**src/design/trp_pkg.sv**
```systemverilog
// ----------------------------------------------------------------------------
// trp_pkg
// Types and constants shared by the tagged record parser.
// ----------------------------------------------------------------------------
package trp_pkg;

  localparam int WORD_BYTES   = 4;
  localparam int BYTE_W       = 8;
  localparam int LEN_W        = 16;
  localparam int WORD_W       = WORD_BYTES * BYTE_W;
  localparam int SUB_W        = $clog2(WORD_BYTES);
  localparam int CFG_IDX_W    = 1;

  typedef enum logic [CFG_IDX_W-1:0] {
    CFG_INT_TAG  = 1'b0,
    CFG_TEXT_TAG = 1'b1
  } cfg_reg_t;

  typedef enum logic [2:0] {
    PH_TAG  = 3'd0,
    PH_INT  = 3'd1,
    PH_LEN  = 3'd2,
    PH_TEXT = 3'd3,
    PH_SKIP = 3'd4
  } phase_t;

  typedef enum logic [2:0] {
    EV_INT     = 3'd0,
    EV_HDR     = 3'd1,
    EV_TEXT    = 3'd2,
    EV_BADTYPE = 3'd3,
    EV_TRUNC   = 3'd4
  } event_t;

  localparam logic [BYTE_W-1:0] INT_TAG_RESET  = 8'd0;
  localparam logic [BYTE_W-1:0] TEXT_TAG_RESET = 8'd1;

endpackage

```
**src/design/tagged_record_parser_top.sv**
```systemverilog
// ----------------------------------------------------------------------------
// tagged_record_parser_top
// Byte-serial parser for tag/length/value database records.
//
//   channel  dir  handshake             payload
//   in       in   in_valid / in_ready   data_byte, record_length
//   out      out  out_valid / out_ready event_res, int_value, text_length,
//                                       text_byte, last_text_byte, record_done
//   cfg      in   cfg_we                cfg_index, cfg_data
//
// One byte per cycle unless stalled; a result appears the cycle after its byte.
// All parse state updates in the accept cycle, results land in one output
// register, so in_ready drops only while that register holds an unread result.
// Every byte waits out such a stall, whether or not it yields a result.
// Reset is synchronous, no warm-up.
// ----------------------------------------------------------------------------
module tagged_record_parser_top (
  input  logic                          clk,
  input  logic                          rst,
  input  logic                          in_valid,
  output logic                          in_ready,
  input  logic [trp_pkg::BYTE_W-1:0]    data_byte,
  input  logic [trp_pkg::LEN_W-1:0]     record_length,
  output logic                          out_valid,
  input  logic                          out_ready,
  output logic [2:0]                    event_res,
  output logic signed [trp_pkg::WORD_W-1:0] int_value,
  output logic [trp_pkg::LEN_W-1:0]     text_length,
  output logic [trp_pkg::BYTE_W-1:0]    text_byte,
  output logic                          last_text_byte,
  output logic                          record_done,
  input  logic                          cfg_we,
  input  logic [trp_pkg::CFG_IDX_W-1:0] cfg_index,
  input  logic [trp_pkg::BYTE_W-1:0]    cfg_data
);
  import trp_pkg::*;

  logic [BYTE_W-1:0] int_tag;
  logic [BYTE_W-1:0] text_tag;

  phase_t            parse_phase, parse_phase_next;
  logic [LEN_W-1:0]  byte_position, byte_position_next;
  logic [LEN_W-1:0]  held_length, held_length_next;
  logic [SUB_W-1:0]  sub_byte_count, sub_byte_count_next;
  logic [WORD_W-1:0] assembly_word, assembly_word_next;
  logic [LEN_W-1:0]  text_remaining, text_remaining_next;

  logic              accept;
  logic              at_start;
  phase_t            phase_cur;
  logic [LEN_W:0]    pos_after;
  logic              done;
  logic              tag_hit;
  logic              tag_overrun;
  logic [WORD_W-1:0] word_cur;
  logic              len_overrun;
  logic [LEN_W-1:0]  text_rem_dec;

  logic              res_valid;
  event_t            res_event;
  logic [WORD_W-1:0] res_int;
  logic [LEN_W-1:0]  res_len;
  logic [BYTE_W-1:0] res_byte;
  logic              res_last;

  assign in_ready = !out_valid || out_ready;
  assign accept   = in_valid && in_ready;

  always_ff @(posedge clk) begin
    if (rst) begin
      int_tag  <= INT_TAG_RESET;
      text_tag <= TEXT_TAG_RESET;
    end else if (cfg_we) begin
      unique case (cfg_reg_t'(cfg_index))
        CFG_INT_TAG:  int_tag  <= cfg_data;
        CFG_TEXT_TAG: text_tag <= cfg_data;
        default: ;
      endcase
    end
  end

  // current-byte view of state
  assign at_start  = (byte_position == '0);
  assign phase_cur = at_start ? PH_TAG : parse_phase;
  always_comb begin
    held_length_next = held_length;
    if (at_start) begin
      held_length_next = (record_length == '0) ? LEN_W'(1) : record_length;
    end
  end
  assign pos_after    = {1'b0, byte_position} + (LEN_W+1)'(1);
  assign done         = pos_after >= {1'b0, held_length_next};
  assign tag_hit      = (data_byte == int_tag) || (data_byte == text_tag);
  assign tag_overrun  = ({1'b0, pos_after} + (LEN_W+2)'(WORD_BYTES))
                        > {2'b00, held_length_next};
  assign word_cur     = assembly_word
                        | (WORD_W'(data_byte) << {sub_byte_count, 3'b000});
  assign len_overrun  = ({{(WORD_W-LEN_W){1'b0}}, pos_after} + {1'b0, word_cur})
                        > {{(WORD_W-LEN_W+1){1'b0}}, held_length_next};
  assign text_rem_dec = (text_remaining != '0) ? text_remaining - LEN_W'(1)
                                               : text_remaining;

  // next state
  always_comb begin
    parse_phase_next    = phase_cur;
    sub_byte_count_next = sub_byte_count;
    assembly_word_next  = assembly_word;
    text_remaining_next = text_remaining;
    unique case (phase_cur)
      PH_TAG: begin
        sub_byte_count_next = '0;
        assembly_word_next  = '0;
        if (!tag_hit || tag_overrun) begin
          parse_phase_next = PH_SKIP;
        end else if (data_byte == int_tag) begin
          parse_phase_next = PH_INT;
        end else begin
          parse_phase_next = PH_LEN;
        end
      end
      PH_INT, PH_LEN: begin
        assembly_word_next = word_cur;
        if (sub_byte_count == SUB_W'(WORD_BYTES - 1)) begin
          sub_byte_count_next = '0;
          if (phase_cur == PH_INT) begin
            parse_phase_next = PH_TAG;
          end else if (len_overrun) begin
            parse_phase_next = PH_SKIP;
          end else begin
            text_remaining_next = word_cur[LEN_W-1:0];
            parse_phase_next    = (word_cur[LEN_W-1:0] == '0) ? PH_TAG : PH_TEXT;
          end
        end else begin
          sub_byte_count_next = sub_byte_count + SUB_W'(1);
        end
      end
      PH_TEXT: begin
        text_remaining_next = text_rem_dec;
        if (text_rem_dec == '0) begin
          parse_phase_next = PH_TAG;
        end
      end
      default: parse_phase_next = PH_SKIP;
    endcase
    if (done) begin
      parse_phase_next    = PH_TAG;
      sub_byte_count_next = '0;
      byte_position_next  = '0;
    end else begin
      byte_position_next  = pos_after[LEN_W-1:0];
    end
  end

  // result of this byte
  always_comb begin
    res_valid = 1'b0;
    res_event = EV_INT;
    res_int   = '0;
    res_len   = '0;
    res_byte  = '0;
    res_last  = 1'b0;
    unique case (phase_cur)
      PH_TAG: begin
        if (!tag_hit) begin
          res_valid = 1'b1;
          res_event = EV_BADTYPE;
        end else if (tag_overrun) begin
          res_valid = 1'b1;
          res_event = EV_TRUNC;
        end
      end
      PH_INT, PH_LEN: begin
        if (sub_byte_count == SUB_W'(WORD_BYTES - 1)) begin
          res_valid = 1'b1;
          if (phase_cur == PH_INT) begin
            res_event = EV_INT;
            res_int   = word_cur;
          end else if (len_overrun) begin
            res_event = EV_TRUNC;
          end else begin
            res_event = EV_HDR;
            res_len   = word_cur[LEN_W-1:0];
          end
        end
      end
      PH_TEXT: begin
        res_valid = 1'b1;
        res_event = EV_TEXT;
        res_byte  = data_byte;
        res_last  = (text_rem_dec == '0);
      end
      default: ;
    endcase
  end

  always_ff @(posedge clk) begin
    if (rst) begin
      parse_phase    <= PH_TAG;
      byte_position  <= '0;
      held_length    <= '0;
      sub_byte_count <= '0;
      assembly_word  <= '0;
      text_remaining <= '0;
      out_valid      <= 1'b0;
    end else begin
      if (accept) begin
        parse_phase    <= parse_phase_next;
        byte_position  <= byte_position_next;
        held_length    <= held_length_next;
        sub_byte_count <= sub_byte_count_next;
        assembly_word  <= assembly_word_next;
        text_remaining <= text_remaining_next;
        out_valid      <= res_valid;
      end else if (out_ready) begin
        out_valid      <= 1'b0;
      end
    end
  end

  always_ff @(posedge clk) begin
    if (accept && res_valid) begin
      event_res      <= res_event;
      int_value      <= res_int;
      text_length    <= res_len;
      text_byte      <= res_byte;
      last_text_byte <= res_last;
      record_done    <= done;
    end
  end

`ifndef SYNTH
  a_text_nonzero: assert property (@(posedge clk) disable iff (rst)
    parse_phase == PH_TEXT |-> text_remaining != '0)
    else $error("text phase with no bytes left");

  a_pos_in_record: assert property (@(posedge clk) disable iff (rst)
    byte_position != '0 |-> byte_position < held_length)
    else $error("byte position past record end");

  a_sub_in_word: assert property (@(posedge clk) disable iff (rst)
    sub_byte_count != '0 |-> (parse_phase == PH_INT || parse_phase == PH_LEN))
    else $error("word byte count outside word phase");

  a_last_only_text: assert property (@(posedge clk) disable iff (rst)
    out_valid && event_res != EV_TEXT |-> !last_text_byte)
    else $error("last text flag on non-text transaction");
`endif

endmodule

```
**config.mk**
```make
export PLATFORM = sky130hd
export DESIGN_NAME = tagged_record_parser_top
export DESIGN_NICKNAME = d
export VERILOG_FILES = /design/src/design/trp_pkg.sv /design/src/design/tagged_record_parser_top.sv
export SDC_FILE = /design/constraint.sdc
export NUM_CORES = 1
export LEC_CHECK = 0
export BUFFER_PORTS_ARGS = -buffer_cell sky130_fd_sc_hd__buf_2
export CAP_MARGIN = 5
export CORE_MARGIN = 1.5
export CORE_UTILIZATION = 46
export DETAILED_ROUTE_END_ITERATION = 6
export PLACE_DENSITY = 0.67
export SYNTH_ARGS = -nofsm -noshare
export SYNTH_HDL_FRONTEND = slang
export SYNTH_SLANG_ARGS = --single-unit
```
**constraint.sdc**
```tcl
create_clock -name clk -period 6.1 [get_ports clk]
set_input_delay 0.915 -clock clk [delete_from_list [all_inputs] [get_ports clk]]
set_output_delay 0.915 -clock clk [all_outputs]
set_load 0.1 [all_outputs]
```
---- Yosys cells after proc, flatten, opt, wreduce, memory -nomap -nowiden ----
Cells that the tools add are included.
Widths: inputs -> output; s select.
cells by class
  reduce and logical (&&, ||, !) cells .... 25
  $lt $le $gt $ge ......................... 3
  eq/ne operators ......................... 9
  mux-type cells .......................... 34
  bitwise logic cells ..................... 4
  $add $sub $neg .......................... 5
  shifts and indexed selects .............. 1
operators by type and width
  operator               number
  $mux 16                7
  $logic_not 16->1       4
  $pmux 32 s2            1
  $mux 3                 12
  $add 17x32->33         1
  $gt 33x16->1           1
  $or 32x32->32          1
  $pmux 16 s2            1
  $shl 8x5->32           1
  $add 17x3->18 const B  1
  $gt 18x16->1           1
  $pmux 3 s3             2
  $add 16x1->17 const B  1
  $ge 17x16->1           1
  $eq 8x8->1             2
  $reduce_bool 16->1     1
  $sub 16x1->16 const B  1
  $mux 2                 4
  $reduce_and 2->1       4
  $eq 3x2->1 const B     2
  $ne 2x2->1 const B     3
  $reduce_bool 2->1      3
  $mux 1                 5
  $reduce_and 5->1       1
  14 further kinds       20
storage, ports and cells
  logic and storage cells ................. 96
  output and inout port bits .............. 63
  input port bits ......................... 38
  register bits ........................... 163

---- Logic depth before layout (Yosys ltp) ----
  word-level depth ........................ 9
  gate-level depth with buffers ........... 27
  gate-level depth less buffers ........... 24

---- Least setup slack after synthesis ----
Ideal clock, no wire load.
  kind .................................... input port to flip-flop
  start point ............................. input data_byte[0] (netlist bit)
  end point ............................... register text_length[8] (netlist bit), data pin
  required time ........................... 5960 ps
  stages .................................. 24
  path buffers ............................ 3
  setup time .............................. 140 ps
  arrival time ............................ 5925 ps
  slack ................................... 35 ps
  cells stage by stage .................... clkbuf_1 a21oi_1 inv_1 ha_1 fa_1 a21o_1 a221oi_1 o41ai_2 a31oi_4 o21ai_0 xor2_1 ha_1 nand2_1 or4_1 o211ai_1 o211ai_1 nor4_1 o2111ai_1 nor4_1 nand2_1 or3_1 buf_2 buf_2 nor2_1
on the way
  cells in the longest elaborated chain, start to end .. 5
ends and longest elaborated chain
  item                       RTL line                         RTL
  start, declared            tagged_record_parser_top.sv:22   input logic [trp_pkg::BYTE_W-1:0] data_byte,
  $shl 8x5->32               tagged_record_parser_top.sv:97   | (WORD_W'(data_byte) << {sub_byte_count, 3'b000});
  $or 32x32->32              tagged_record_parser_top.sv:97
  net word_cur[0]            tagged_record_parser_top.sv:55   logic [WORD_W-1:0] word_cur;
  $add 17x32->33             tagged_record_parser_top.sv:98   assign len_overrun = ({{(WORD_W-LEN_W){1'b0}}, pos_after} + {1'b0, word_cur})
  $gt 33x16->1               tagged_record_parser_top.sv:99   > {{(WORD_W-LEN_W+1){1'b0}}, held_length_next};
  $reduce_or 4->1 (no line)  --
  end signal, assigned       tagged_record_parser_top.sv:224  text_length <= res_len;
  end, declared              tagged_record_parser_top.sv:28   output logic [trp_pkg::LEN_W-1:0] text_length,
The timed path passes the listed nets, and every way through them passes these cells.
A chain may end at the register's enable or synchronous reset.

---- Final worst setup path ----
  start point ............................. register byte_position[0]
  end point ............................... register text_remaining[1]
on the way
  cells in the longest elaborated chain, start to end .. 6
  elaborated cells on any way between the ends .. 16
  classes of those cells .................. add/sub (2); order compare (1); eq/ne (6); mux (3); reduce/logical (4)
ends and longest elaborated chain
  item                                                    RTL line                         RTL
  start, declared                                         tagged_record_parser_top.sv:42   logic [LEN_W-1:0] byte_position, byte_position_next;
  start signal, assigned                                  tagged_record_parser_top.sv:208  byte_position <= byte_position_next;
  branches (longest 6 deep; another with $add 17x32->33)  --
  end signal, assigned                                    tagged_record_parser_top.sv:212  text_remaining <= text_remaining_next;
  end, declared                                           tagged_record_parser_top.sv:46   logic [LEN_W-1:0] text_remaining, text_remaining_next;
Parallel ways; which one is timed is not known.

==> metrics.md <==
| Metric | Value |
|---|---|
| FP Rows | 54 |
| Synth Flop Type | dfxtp_1 |
| Top post-synthesis cells by area | dfxtp_1 (20%), edfxtp_1 (18%), ha_1 (8.0%), a21oi_1 (6.4%), nor2_1 (6.0%) |
| Met2 GRT Util | 42.3% |
| Core Box Area | 22100 um2 |
| Fillers | 2021 |
| Final setup violating endpoints | 0 |
| Ys async rst share | 0% |
| GRT met3 Usage | 5.30% |
| Mean routed wirelength per cell | 19.4 um |
| P_sw | 0.00101 W |
| Port Buffers | 100 |
| Post-synth top cells | nor2_1 (168), a21oi_1 (133), dfxtp_1 (102) |
| Register area share after synthesis | 37.0% |
| Total GRT Usage | 26.8% |
| GRT busiest layer | met2 |
| Hold Violations, Final | 0 |
| Final Critical Period | 5.75 ns |
| Clk sinks | 163 |
| Initial Util | 47.4% |
| Synth unique cells | 90 |
| CTS tree | built |
| Post-route ant nets | 0 |
| Max Fclk | 174 MHz |
| Share of power burned in the clock network | 37.7% |
| Root Buffer | clkbuf_16 |
| Top-count cell post-synth | nor2_1 |
| Synth Instances | 1216 |
| Status | complete, no violations |
| Sw Ratio | 34.6% |
| Total iterations of the first detailed-routing run | 7 |
| GR Layer Usage met1 | 36.8% |
| Crit path max fanout | 9 |
| Final cell count without fillers | 1622 |
| Vias | 9724 |
| Worst-margin pin slew | 1.17 ns |
| Internal Power | 0.00192 W |
| Starting DRT DRC Count | 983 |
| Die area | 23700 um2 |
| I/O pin count | 101 |
| CP Class | reg2reg |
| Post-Syn Area | 10500 um2 |
| Mapped Nets | 1322 |
| Clock Path Buffers | 2 |
| GPL Wtd Cong | 0.964 |
| Synthesized area per cell | 8.60 um2 |
| Max-cap violations | 0 |
| CTS buffer count | 17 |
| Initial antenna violation count | 0 |
| Area grow syn2layout | 16.7% |
| Post-Place Cells | 1589 |
| Layout cells sized above 1 | 18.5% |
| Critical Path Start Type | register |
| Leakage | 5.22 nW |
| Largest net degree at the start of global routing | 69 |
| Routed vias/inst | 6.00 |
| Final net count | 1435 |
| Clk_lat worst skew | 0.44 ns |
| Clk slew on worst S/H paths | 0.07 ns |
| Drt total wl | 31500 um |
| Ant diodes | 0 |
| Required @ worst endpoint | 6.43 ns |
| Total power | 0.00293 W |
| Logic gate share of total power | 21.2% |
| Hold Buf Count CTS | 0 |
| Sequential power share | 41.1% |
| Synthesis-stage register bit count | 163 |
| Worst endpoint data arrival time | 6.08 ns |
| Remaining routing DRC violations | 0 |
| Area share of the largest cell type after synthesis | 19.5% |
| Leading area contributor after synthesis | dfxtp_1 |
| Final HPWL DP | 23200 um |
| Final Slew Violations | 0 |
| Htree depth | 4 |
| First-pass GRT wire length | 49900 um |
| Die Span Y | 154 um |
| YS warnings | 0 |
| Skew final | 0.0118 ns |
| PwrDens | 240 nW/um2 |
| Hold Crit Class | reg2reg |
| Die width | 154 um |
| Maximum vdd drop | 176 uV |
| Max_slew headroom | 21.8% |
| Vias in the first global route | 9115 |
| GRT overflow | 0 |
| Element type at the critical path end | register |
| Crit share post-route | 94.2% |
| Number of synthesized flops with an enable pin | 61 |
## state kept, by name, summed over array words and instances (netlist names), 16 cells and up
signal,count
assembly_word,32
byte_position,16
held_length,16
int_value,32
text_length,16
text_remaining,16
## cells by family after synthesis
logic type,share of synthesized area [%]
and+or+nand+nor,21.6
xor gates and xnor gates,6.18
AOI/OAI and AO/OA,19.6
muxes,2.20
buffers and inverters,5.21
DFF,37.0
adders and majority gates,8.20
## stage by stage
stage / TNS, ns / setup slack [ns] / utilization, % / cell area [um2] / hold WS [ns]
floorplan: 0 / 0.0351 / - / 10500 / 0.437
detailed placement: -1.94 / -0.163 / 52.0 / 11500 / 0.451
CTS: 0 / 0.116 / 54.7 / 12100 / 0.461
finish: 0 / 0.352 / 55.3 / 12200 / 0.465
global route: -0.380 / -0.0718 / 55.3 / 12200 / 0.491
global placement: -0.731 / -0.104 / 52.0 / 11500 / 0.443
## repair_timing
action	in CTS	in global routing
endpoints found under the hold margin	0	0
setup buffers	0	1
setup endpoints to repair	0	37
gates resized for setup	0	23
## per-layer routing
layer | vias up | part of all wire [%] | wire length, um
met2 | 386 | 45 | 14200
met1 | 4606 | 45 | 14100
li1 | 4677 | - | -
met5 | - | 0 | 0
met4 | 0 | 2.5 | 777
met3 | 55 | 7.7 | 2440
## path summary, 6_finish.rpt
check                                 startpoint                end  slack [ns]  cells after the start
worst max-delay path            byte_position[0]  text_remaining[1]        0.35                     22
worst min register to register    held_length[0]     held_length[0]        0.46                      2
worst min-delay path              held_length[0]     held_length[0]        0.46                      2
worst max register to register  byte_position[0]  text_remaining[1]        0.35                     22
## area by class of cell
type	count	area, um2	area share [%]
Multi-Input combinational cell	926	6160	50.4
Sequential cell	163	3880	31.8
Timing Repair Buffer	170	1040	8.51
Clock buffer	18	429	3.52
Tap cell	280	350	2.87
Inverter	51	191	1.57
Clock inverter	14	161	1.32
## power groups by stage
| stage | logic (W) | clock network [W] | registers, W |
|---|---|---|---|
| after floorplan | 0.000228 | 0 | 0.00146 |
| after global placement | 0.000607 | 0 | 0.00123 |
| after detailed placement | 0.000615 | 0 | 0.00123 |
| after CTS | 0.000617 | 0.00112 | 0.00121 |
| after global routing | 0.000666 | 0.00116 | 0.00121 |
| final | 0.000623 | 0.00110 | 0.00121 |
## cells in the final DEF, fill, tap and decap left out, drive strengths merged, types with 37 or more instances in the layout
cell | Yosys | final
buf | 20 | 170
nor2 | 169 | 169
a21oi | 134 | 134
dfxtp | 102 | 102
nand2 | 81 | 81
ha | 67 | 67
edfxtp | 61 | 61
inv | 51 | 59
xnor2 | 45 | 45
nand3 | 43 | 43
o21ai | 37 | 37
## critical path, cell delays in order, from the launching register on
cell and delay, ns:
dfxtp_1 0.42, ha_4 0.20, nand3_1 0.17, xnor2_1 0.21
buf_4 0.19, ha_1 0.30, a21o_1 0.26, a221oi_4 0.37
buf_4 0.18, o31ai_1 0.07, xor2_1 0.15, ha_1 0.30
and4_1 0.16, nand3_1 0.12, or4_1 0.53, o21ai_0 0.10
a311oi_1 0.09, nor4_2 0.32, o2111ai_2 0.21, or4_4 0.48
nor4_4 0.41, nor2_4 0.13, o221a_1 0.27
Power figures use the tool's default switching activity.
